===== config.mk =====
export PLATFORM = sky130hd
export DESIGN_NAME = selcall_frame_decoder_top_flat
export DESIGN_NICKNAME = d
export VERILOG_FILES = /design/src/rtl/core/sfd_pkg.sv /design/src/rtl/core/sfd_stream_ifs.sv /design/src/rtl/core/selcall_frame_decoder_top.sv /design/src/flat_wrapper.sv
export VERILOG_INCLUDE_DIRS = /design/src /design/src/rtl/core
export SDC_FILE = /design/constraint.sdc
export NUM_CORES = 1
export LEC_CHECK = 0
export BUFFER_PORTS_ARGS = -buffer_cell sky130_fd_sc_hd__buf_2
export CORE_ASPECT_RATIO = 0.5
export CORE_MARGIN = 8
export CORE_UTILIZATION = 55
export DETAILED_ROUTE_END_ITERATION = 8
export PLACE_DENSITY = 0.77
export SYNTH_ARGS = -nofsm -noshare
export SYNTH_HDL_FRONTEND = slang
export SYNTH_SLANG_ARGS = --single-unit

===== constraint.sdc =====
create_clock -name clk -period 4.05 [get_ports clk]
set_clock_uncertainty 0.05 [all_clocks]
set_input_delay 0.81 -clock clk [delete_from_list [all_inputs] [get_ports clk]]
set_output_delay 0.81 -clock clk [all_outputs]
set_load 0.01 [all_outputs]

===== src/rtl/core/selcall_frame_decoder_top_macros.svh =====
// Assertion macros for the selective-call frame decoder.
// Every macro samples on clk and is disabled while arst_n is low.
`ifndef SELCALL_FRAME_DECODER_TOP_MACROS_SVH
`define SELCALL_FRAME_DECODER_TOP_MACROS_SVH

// A property that must hold at every clock edge.
`define SFD_ASSERT(label, prop, msg) \
	label: assert property (@(posedge clk) disable iff (!arst_n) (prop)) else $error(msg);

// A condition that must imply a consequence in the same cycle.
`define SFD_ASSERT_IMPL(label, cond, cons, msg) \
	label: assert property (@(posedge clk) disable iff (!arst_n) (cond) |-> (cons)) \
		else $error(msg);

`endif


===== src/rtl/core/sfd_pkg.sv =====
// Shared types and constants of the selective-call frame decoder.
// Used by the channel interfaces and the top level; depends on nothing.
package sfd_pkg;

	localparam int FRAME_TONES_DEF = 4;
	localparam int RESULT_TONES    = 4;

	localparam int TONE_W   = 8;
	localparam int CODE_W   = 16;
	localparam int CFG_W    = 16;
	localparam int CFG_IDX_W = 2;

	localparam logic [TONE_W-1:0] NO_TONE    = 8'hFF;
	localparam logic [TONE_W-1:0] START_TONE = 8'h0B;
	localparam logic [TONE_W-1:0] SQUELCH_TONE = 8'h00;
	localparam logic [7:0]        LED_BASE   = 8'h80;
	localparam logic [TONE_W-1:0] RING_INDEX_MIN = 8'd1;
	localparam logic [TONE_W-1:0] RING_INDEX_MAX = 8'd9;

	localparam logic [CODE_W-1:0] OWN_ADDRESS_RST  = 16'hFFFF;
	localparam logic [TONE_W-1:0] UNKNOWN_TONE_RST = 8'hFE;

	typedef enum logic [CFG_IDX_W-1:0] {
		REG_OWN_ADDRESS  = 2'd0,
		REG_UNKNOWN_TONE = 2'd1,
		REG_COMM_MODE    = 2'd2
	} reg_index_t;

endpackage


===== src/rtl/core/sfd_stream_ifs.sv =====
// Valid/ready channel interfaces of the selective-call frame decoder.
// Depends on sfd_pkg for the field widths.
interface sfd_tone_if;
	logic                        valid;
	logic                        ready;
	logic [sfd_pkg::TONE_W-1:0]  tone_code;

	modport source (output valid, output tone_code, input ready);
	modport sink (input valid, input tone_code, output ready);
endinterface

interface sfd_result_if;
	logic                        valid;
	logic                        ready;
	logic                        frame_done;
	logic [sfd_pkg::TONE_W-1:0]  access_index;
	logic [sfd_pkg::CODE_W-1:0]  caller_code;
	logic                        address_match;
	logic [7:0]                  led_pattern;
	logic                        ring_request;
	logic                        squelch_open;

	modport source (output valid, output frame_done, output access_index, output caller_code,
		output address_match, output led_pattern, output ring_request,
		output squelch_open, input ready);
	modport sink (input valid, input frame_done, input access_index, input caller_code,
		input address_match, input led_pattern, input ring_request,
		input squelch_open, output ready);
endinterface


===== src/rtl/core/selcall_frame_decoder_top.sv =====
// Selective-call frame decoder: collects tone frames and reports caller codes.
// Depends on sfd_pkg, sfd_stream_ifs.sv and selcall_frame_decoder_top_macros.svh.
//
//   channel   | direction | transfer carries
//   ----------+-----------+-------------------------------------------------
//   tone_in   | sink      | tone_code
//   res_out   | source    | frame_done, access_index, caller_code, flags, leds
//   cfg_*     | write     | own address, unknown tone code, mode
//
// One tone is taken every cycle unless the result stalls.
// The input register feeds the frame logic and the result register in one pass.
// Reset clears frame state, indicator register and squelch, and presets config.
// A stalled result holds the pass, and the input takes at most one more tone.
`include "selcall_frame_decoder_top_macros.svh"

module selcall_frame_decoder_top #(
	parameter int FRAME_TONES = sfd_pkg::FRAME_TONES_DEF
) (
	input  logic                          clk,
	input  logic                          arst_n,
	sfd_tone_if.sink                      tone_in,
	sfd_result_if.source                  res_out,
	input  logic                          cfg_we,
	input  logic [sfd_pkg::CFG_IDX_W-1:0] cfg_index,
	input  logic [sfd_pkg::CFG_W-1:0]     cfg_data
);

	localparam int CNT_W = (FRAME_TONES > 1) ? $clog2(FRAME_TONES) : 1;
	localparam logic [CNT_W-1:0] LAST_CNT = CNT_W'(FRAME_TONES - 1);
	localparam int NT = sfd_pkg::RESULT_TONES;

	logic [sfd_pkg::CODE_W-1:0] own_address_q;
	logic [sfd_pkg::TONE_W-1:0] unknown_tone_q;
	logic                       comm_mode_q;

	logic                       s1_valid_q;
	logic [sfd_pkg::TONE_W-1:0] tone_s1;
	logic                       advance;

	logic                       collecting_q, collecting_n;
	logic [CNT_W-1:0]           cnt_q, cnt_n;
	logic [sfd_pkg::TONE_W-1:0] tone_buf_q [NT];
	logic [sfd_pkg::TONE_W-1:0] tone_buf_w [NT];
	logic [sfd_pkg::TONE_W-1:0] tone_buf_n [NT];
	logic [7:0]                 led_q, led_n;
	logic                       squelch_q, squelch_n;

	logic                       known;
	logic                       done;
	logic [7:0]                 low_byte;
	logic [sfd_pkg::CODE_W-1:0] code_w;
	logic                       match;
	logic                       ring;

	logic                       out_valid_q;
	logic                       done_q;
	logic [sfd_pkg::TONE_W-1:0] index_q;
	logic [sfd_pkg::CODE_W-1:0] code_q;
	logic                       match_q;
	logic                       ring_q;

	always_ff @(posedge clk or negedge arst_n) begin
		if (!arst_n) begin
			own_address_q  <= sfd_pkg::OWN_ADDRESS_RST;
			unknown_tone_q <= sfd_pkg::UNKNOWN_TONE_RST;
			comm_mode_q    <= 1'b0;
		end else if (cfg_we) begin
			unique case (cfg_index)
				sfd_pkg::REG_OWN_ADDRESS:  own_address_q  <= cfg_data;
				sfd_pkg::REG_UNKNOWN_TONE: unknown_tone_q <= cfg_data[sfd_pkg::TONE_W-1:0];
				sfd_pkg::REG_COMM_MODE:    comm_mode_q    <= cfg_data[0];
				default: ;
			endcase
		end
	end

	assign advance       = s1_valid_q && (!out_valid_q || res_out.ready);
	assign tone_in.ready = !s1_valid_q || advance;

	always_ff @(posedge clk or negedge arst_n) begin
		if (!arst_n) begin
			s1_valid_q <= 1'b0;
		end else if (tone_in.valid && tone_in.ready) begin
			s1_valid_q <= 1'b1;
		end else if (advance) begin
			s1_valid_q <= 1'b0;
		end
	end

	always_ff @(posedge clk) begin
		if (tone_in.valid && tone_in.ready) begin
			tone_s1 <= tone_in.tone_code;
		end
	end

	always_comb begin
		known        = (tone_s1 != sfd_pkg::NO_TONE) && (tone_s1 != unknown_tone_q);
		collecting_n = collecting_q;
		cnt_n        = cnt_q;
		done         = 1'b0;
		squelch_n    = squelch_q;
		for (int i = 0; i < NT; i++) begin
			tone_buf_w[i] = tone_buf_q[i];
			if (!comm_mode_q && known && collecting_q && (i < FRAME_TONES)
				&& (cnt_q == CNT_W'(i))) begin
				tone_buf_w[i] = tone_s1;
			end
		end
		for (int i = 0; i < NT; i++) begin
			tone_buf_n[i] = tone_buf_w[i];
		end
		if (!comm_mode_q) begin
			if (known) begin
				if (collecting_q) begin
					if (cnt_q == LAST_CNT) begin
						done         = 1'b1;
						cnt_n        = '0;
						collecting_n = 1'b0;
					end else begin
						cnt_n = cnt_q + 1'b1;
					end
				end
				if (tone_s1 == sfd_pkg::START_TONE) begin
					cnt_n        = '0;
					collecting_n = 1'b1;
					for (int i = 0; i < NT; i++) begin
						tone_buf_n[i] = '0;
					end
				end
			end else begin
				cnt_n        = '0;
				collecting_n = 1'b0;
			end
		end else begin
			squelch_n = (tone_s1 == sfd_pkg::SQUELCH_TONE);
		end
	end

	assign low_byte = {tone_buf_w[2][3:0], 4'b0000} + tone_buf_w[3];
	assign code_w   = {tone_buf_w[1], low_byte};
	assign match    = done && (code_w == own_address_q);
	assign ring     = match && (tone_buf_w[0] >= sfd_pkg::RING_INDEX_MIN)
		&& (tone_buf_w[0] <= sfd_pkg::RING_INDEX_MAX);

	always_comb begin
		led_n = led_q;
		if (ring) begin
			led_n = sfd_pkg::LED_BASE >> tone_buf_w[0][3:0];
		end else if (done && !match) begin
			led_n = '0;
		end
	end

	always_ff @(posedge clk or negedge arst_n) begin
		if (!arst_n) begin
			collecting_q <= 1'b0;
			cnt_q        <= '0;
			led_q        <= '0;
			squelch_q    <= 1'b0;
			out_valid_q  <= 1'b0;
		end else begin
			if (advance) begin
				collecting_q <= collecting_n;
				cnt_q        <= cnt_n;
				led_q        <= led_n;
				squelch_q    <= squelch_n;
				out_valid_q  <= 1'b1;
			end else if (res_out.ready) begin
				out_valid_q  <= 1'b0;
			end
		end
	end

	always_ff @(posedge clk) begin
		if (advance) begin
			tone_buf_q <= tone_buf_n;
			done_q     <= done;
			index_q    <= done ? tone_buf_w[0] : '0;
			code_q     <= done ? code_w : '0;
			match_q    <= match;
			ring_q     <= ring;
		end
	end

	assign res_out.valid         = out_valid_q;
	assign res_out.frame_done    = done_q;
	assign res_out.access_index  = index_q;
	assign res_out.caller_code   = code_q;
	assign res_out.address_match = match_q;
	assign res_out.led_pattern   = led_q;
	assign res_out.ring_request  = ring_q;
	assign res_out.squelch_open  = squelch_q;

	`SFD_ASSERT_IMPL(a_idle_fields, out_valid_q && !done_q, (code_q == '0) && (index_q == '0) && !match_q && !ring_q, "Result without a frame carries frame fields.")
	`SFD_ASSERT_IMPL(a_ring_needs_match, out_valid_q && ring_q, match_q && done_q, "Ring request without an address match.")
	`SFD_ASSERT(a_count_range, cnt_q <= LAST_CNT, "Tone count ran past the frame length.")
	`SFD_ASSERT_IMPL(a_count_idle, !collecting_q, cnt_q == '0, "Tone count is nonzero outside a frame.")
	`SFD_ASSERT_IMPL(a_stall_only, !tone_in.ready, s1_valid_q && out_valid_q && !res_out.ready, "Input stalled while the result side is free.")

endmodule

===== src/flat_wrapper.sv =====
// flat-port wrapper written by rule: the top's interface ports become plain ports
module selcall_frame_decoder_top_flat 
#(
	parameter int FRAME_TONES = sfd_pkg::FRAME_TONES_DEF
)
  (clk, arst_n, cfg_we, cfg_index, cfg_data, tone_in_valid, tone_in_tone_code, tone_in_ready, res_out_valid, res_out_frame_done, res_out_access_index, res_out_caller_code, res_out_address_match, res_out_led_pattern, res_out_ring_request, res_out_squelch_open, res_out_ready);
  sfd_tone_if tone_in_i ();
  sfd_result_if res_out_i ();
  input  logic clk;
  input  logic arst_n;
  input  logic cfg_we;
  input  logic [sfd_pkg::CFG_IDX_W-1:0] cfg_index;
  input  logic [sfd_pkg::CFG_W-1:0] cfg_data;
  input wire logic [$bits(tone_in_i.valid)-1:0] tone_in_valid;
  input wire logic [$bits(tone_in_i.tone_code)-1:0] tone_in_tone_code;
  output wire logic [$bits(tone_in_i.ready)-1:0] tone_in_ready;
  output wire logic [$bits(res_out_i.valid)-1:0] res_out_valid;
  output wire logic [$bits(res_out_i.frame_done)-1:0] res_out_frame_done;
  output wire logic [$bits(res_out_i.access_index)-1:0] res_out_access_index;
  output wire logic [$bits(res_out_i.caller_code)-1:0] res_out_caller_code;
  output wire logic [$bits(res_out_i.address_match)-1:0] res_out_address_match;
  output wire logic [$bits(res_out_i.led_pattern)-1:0] res_out_led_pattern;
  output wire logic [$bits(res_out_i.ring_request)-1:0] res_out_ring_request;
  output wire logic [$bits(res_out_i.squelch_open)-1:0] res_out_squelch_open;
  input wire logic [$bits(res_out_i.ready)-1:0] res_out_ready;
  assign tone_in_i.valid = tone_in_valid;
  assign tone_in_i.tone_code = tone_in_tone_code;
  assign tone_in_ready = tone_in_i.ready;
  assign res_out_valid = res_out_i.valid;
  assign res_out_frame_done = res_out_i.frame_done;
  assign res_out_access_index = res_out_i.access_index;
  assign res_out_caller_code = res_out_i.caller_code;
  assign res_out_address_match = res_out_i.address_match;
  assign res_out_led_pattern = res_out_i.led_pattern;
  assign res_out_ring_request = res_out_i.ring_request;
  assign res_out_squelch_open = res_out_i.squelch_open;
  assign res_out_i.ready = res_out_ready;
  selcall_frame_decoder_top #(.FRAME_TONES(FRAME_TONES)) u_core (.clk(clk), .arst_n(arst_n), .tone_in(tone_in_i), .res_out(res_out_i), .cfg_we(cfg_we), .cfg_index(cfg_index), .cfg_data(cfg_data));
endmodule

==> impl_metrics.yaml <==
synthesis:
  ys_seq_area_share_pct: 57.80
  yosysWarnings: 0
  synthCells: 426
  syn_area_sq_um: 5011
  yosys.area_share.xor_xnor_pct: 5.194
  yosys.area.top_type_share_pct: 37.75
  synth_seq_cells: 102
  synth_top_family_by_area: "simple AND/OR/NAND/NOR gates"
  synth_edf_count: 63
  syn_area_per_cell_sq_um: 11.76
  synth_adder_area_share_pct: 1.748
  synth_mux_area_share_pct: 6.916
  synth-simple-area-share_pct: 15.08
  syn-num-nets: 464
  yosysUniqueCellTypes: 58
  synth_flop_cell: "edfxtp_1"
  async_flop_share_pct: 38.24
  yosysTopAreaCell: "edfxtp_1"
  synth-compound-area-share_pct: 10.09
  ys_top_cells_by_area: "edfxtp_1, dfstp_2, dfrtp_1, nor2_1, mux2_2"
worst_hold_path:
  hold_path.class: "flip-flop to flip-flop"
  whs_path_depth: 2
  hp-start: "u_core.res_out.squelch_open"
  hold-path-endpoint: "u_core.res_out.squelch_open"
global_route:
  grt_max_degree: 40
  grt_pass1_wl_mm: 19.63
  grt.total_usage_pct: 19.98
  grt_pass1_vias: 3617
  grt-ovfl-total: 0
  antenna_found_initial: 0
final_layout:
  layout-drive-gt1-share_pct: 31.72
  area_delta_synth_final_pct: 18.30
  seq_area_sq_um: 2897
  insertedDiodeCount: 0
  layout.cells.non_filler: 634
  final_cell_mix: "nor2_1, buf_2, edfxtp_1"
  final_util_pct: 67.61
  nNetsFinal: 550
  fill_cells: 658
  multi_input_area_sq_um: 1961
worst_setup_path:
  critPathCaptureType: "flip-flop"
  path_cells: "xor2_1 > nor4_2 > nand2_2 > nand3_1 > mux2_2 > ha_1 > ha_1 > xnor2_1 > o21ai_0 > nor2_1 > o221ai_1 > a2111o_1 > o31ai_4 > a22o_1"
  worstReg2RegStart: "u_core.tone_s1[4]"
  worstPathRequired_ps: 4290
  startpoint_type: "flip-flop"
  crit_fanout: 8
  critical_path_class: "flip-flop to flip-flop"
  critPathSlowestCell: "edfxtp_1"
  arrival_ps: 4090
  cpMostUsedCell: "ha_1"
  rr_worst_depth: 14
  timing.rr.end: "u_core.res_out.led_pattern[0]"
  critical-path-max-stage-delay_ps: 520
  r2r_slack_ps: 200
sta:
  slew_violations: 0
  relSlewSlack_pct: 26.80
  finalCritPeriodShare_pct: 95.02
  setup_tns_ps: 0
  setup_slack_ps: 201.8
  rsz0062_at_grt: "false"
  whs_ps: 429.4
  worst_slew_pin_slew_ps: 1093
  setup_viol: 0
  post-route-min-period_ps: 3848
  finalHoldViolations: 0
  maxClockFrequency_ghz: 0.2599
power_and_ir_drop:
  power_leakage_nw: 2.510
  vdd_drop_max_v: 0.0002446
  power_density_nw_per_um2: 460.8
routing:
  dr.first_iter.drc_count: 350
  drt_first_pass_iters: 5
  wl_per_cell_um: 19.36
  vias: 3606
  drc_errors: 0
  antenna_left: 0
  via_per_inst: 5.688
  drt_wl_total_mm: 12.27
clock_network:
  cts_sinks: 102
  hold_buffers: 0
  cts_buffers: 9
  cts_root_buf: "clkbuf_16"
  cts_tree: "built"
  clk_latency_ps: 350
  h-tree-depth: 3
  max-clock-path-buffers: 2
  path_clk_slew_ps: 70
floorplan:
  fp.dieW_um: 151.0
  num_io_pins: 69
  core_area_sq_um: 8768
  row_count: 24
  initial_core_util_pct: 57.15
  dieArea_sq_um: 12610
  die_h_um: 83.50
placed_design:
  dpl.cell_count: 617
  dp_hpwl_mm: 8.961
  pre_cts_slack_ps: 22.21
  gp_congestion: 0.9291
  numPortBuffers: 68
status:
  status: "finished clean"
flow_run:
  cap_viol_max_count: 0
layer usage:
layer / track usage (%) / share of wire, % / wire length, um / vias to the layer above
met5: 0 / 0 / 0 / -
met4: 5.174 / 1.2 / 143 / 0
met3: 6.548 / 9.5 / 1166 / 17
met2: 28.77 / 44 / 5347 / 153
met1: 28.26 / 46 / 5614 / 1737
li1: - / - / - / 1699
metrics by stage:
stage	power [mW]	cell area [sq um]
after floorplan	1.618	5011
after global placement	1.750	5584
after detailed placement	1.763	5584
after CTS	2.738	5921
after global routing	2.826	5928
final	2.732	5928
critical path: cells and delay by family (launching register included):
family | cells | cell delay [ps]
multiplexers | 1 | 370
AO/OA/AOI/OAI | 5 | 1240
AND/OR/NAND/NOR | 4 | 670
flip-flops | 1 | 520
XOR/XNOR | 2 | 390
adder cells (fa/ha/maj) | 2 | 540
cell families (layout without fill, tap and decap cells):
kind of cell	count (synthesis)	in the layout
fa+ha+maj	7	7
flops	102	102
mux	32	32
buf+inv	34	125
compound gates	71	71
simple gates	152	152
xor+xnor	28	28
cells in the mapped netlist (all sizes together) (2+ instances only):
cell	n
a211oi	2
a21oi	14
a221oi	2
a222oi	2
a22o	9
a31oi	2
and2	10
and3	3
and3b	2
buf	6
clkbuf	12
dfrtp	16
dfstp	23
edfxtp	63
ha	7
inv	16
mux2	21
mux2i	11
nand2	26
nand2b	4
nand3	12
nand3b	3
nand4	2
nor2	68
nor3	8
nor3b	3
nor4	7
o21a	5
o21ai	19
o21bai	2
o22ai	4
o31ai	3
xnor2	13
xor2	14
state kept, by name (all words and copies together), names as in the netlist:
name / flops
u_core.own_address_q: 16
u_core.res_out.squelch_open: 1
u_core.unknown_tone_q: 8
u_core.tone_buf_q: 28
u_core.res_out.address_match: 1
u_core.res_out.ring_request: 1
u_core.res_out.frame_done: 1
u_core.comm_mode_q: 1
u_core.res_out.led_pattern: 8
u_core.collecting_q: 1
u_core.res_out.access_index: 8
u_core.cnt_q: 2
u_core.res_out.valid: 1
u_core.res_out.caller_code: 16
u_core.s1_valid_q: 1
u_core.tone_s1: 8
final cells by class:
cell class / instances / share of cell area, %
clock buffer: 10 / 3.862
clock inverter: 6 / 1.815
inverter: 16 / 1.013
multi-input combinational: 290 / 33.07
sequential: 102 / 48.86
tap: 117 / 2.469
timing repair buffer: 93 / 8.907
report_power, final:
group | switching [mW] | total (mW) | internal (mW) | leakage (nW)
combinational | 0.234 | 0.417 | 0.183 | 1.28
clock | 0.377 | 0.980 | 0.603 | 0.164
sequential | 0.0837 | 1.33 | 1.25 | 1.07
total | 0.695 | 2.73 | 2.04 | 2.51
what timing repair did:
| item | CTS | global route |
|---|---|---|
| pin swaps | 1 | 4 |
| setup buffers | 0 | 1 |
| setup endpoints to repair | 8 | 9 |
| gates resized for setup | 0 | 1 |
how the worst max path moves through the flow:
stage	from	to	slack, ps	cells past startpoint
2_1_floorplan	u_core.tone_s1[3]	u_core.res_out.led_pattern[0]	340	15
3_3_place_gp	u_core.tone_s1[7]	u_core.res_out.led_pattern[2]	60	14
3_5_place_dp	u_core.tone_s1[7]	u_core.res_out.led_pattern[2]	20	14
4_1_cts	u_core.tone_s1[4]	u_core.res_out.led_pattern[4]	60	14
5_1_grt	u_core.tone_s1[7]	u_core.res_out.led_pattern[4]	40	14
6_report	u_core.tone_s1[4]	u_core.res_out.led_pattern[0]	200	14
Power figures use the tool's default switching activity.
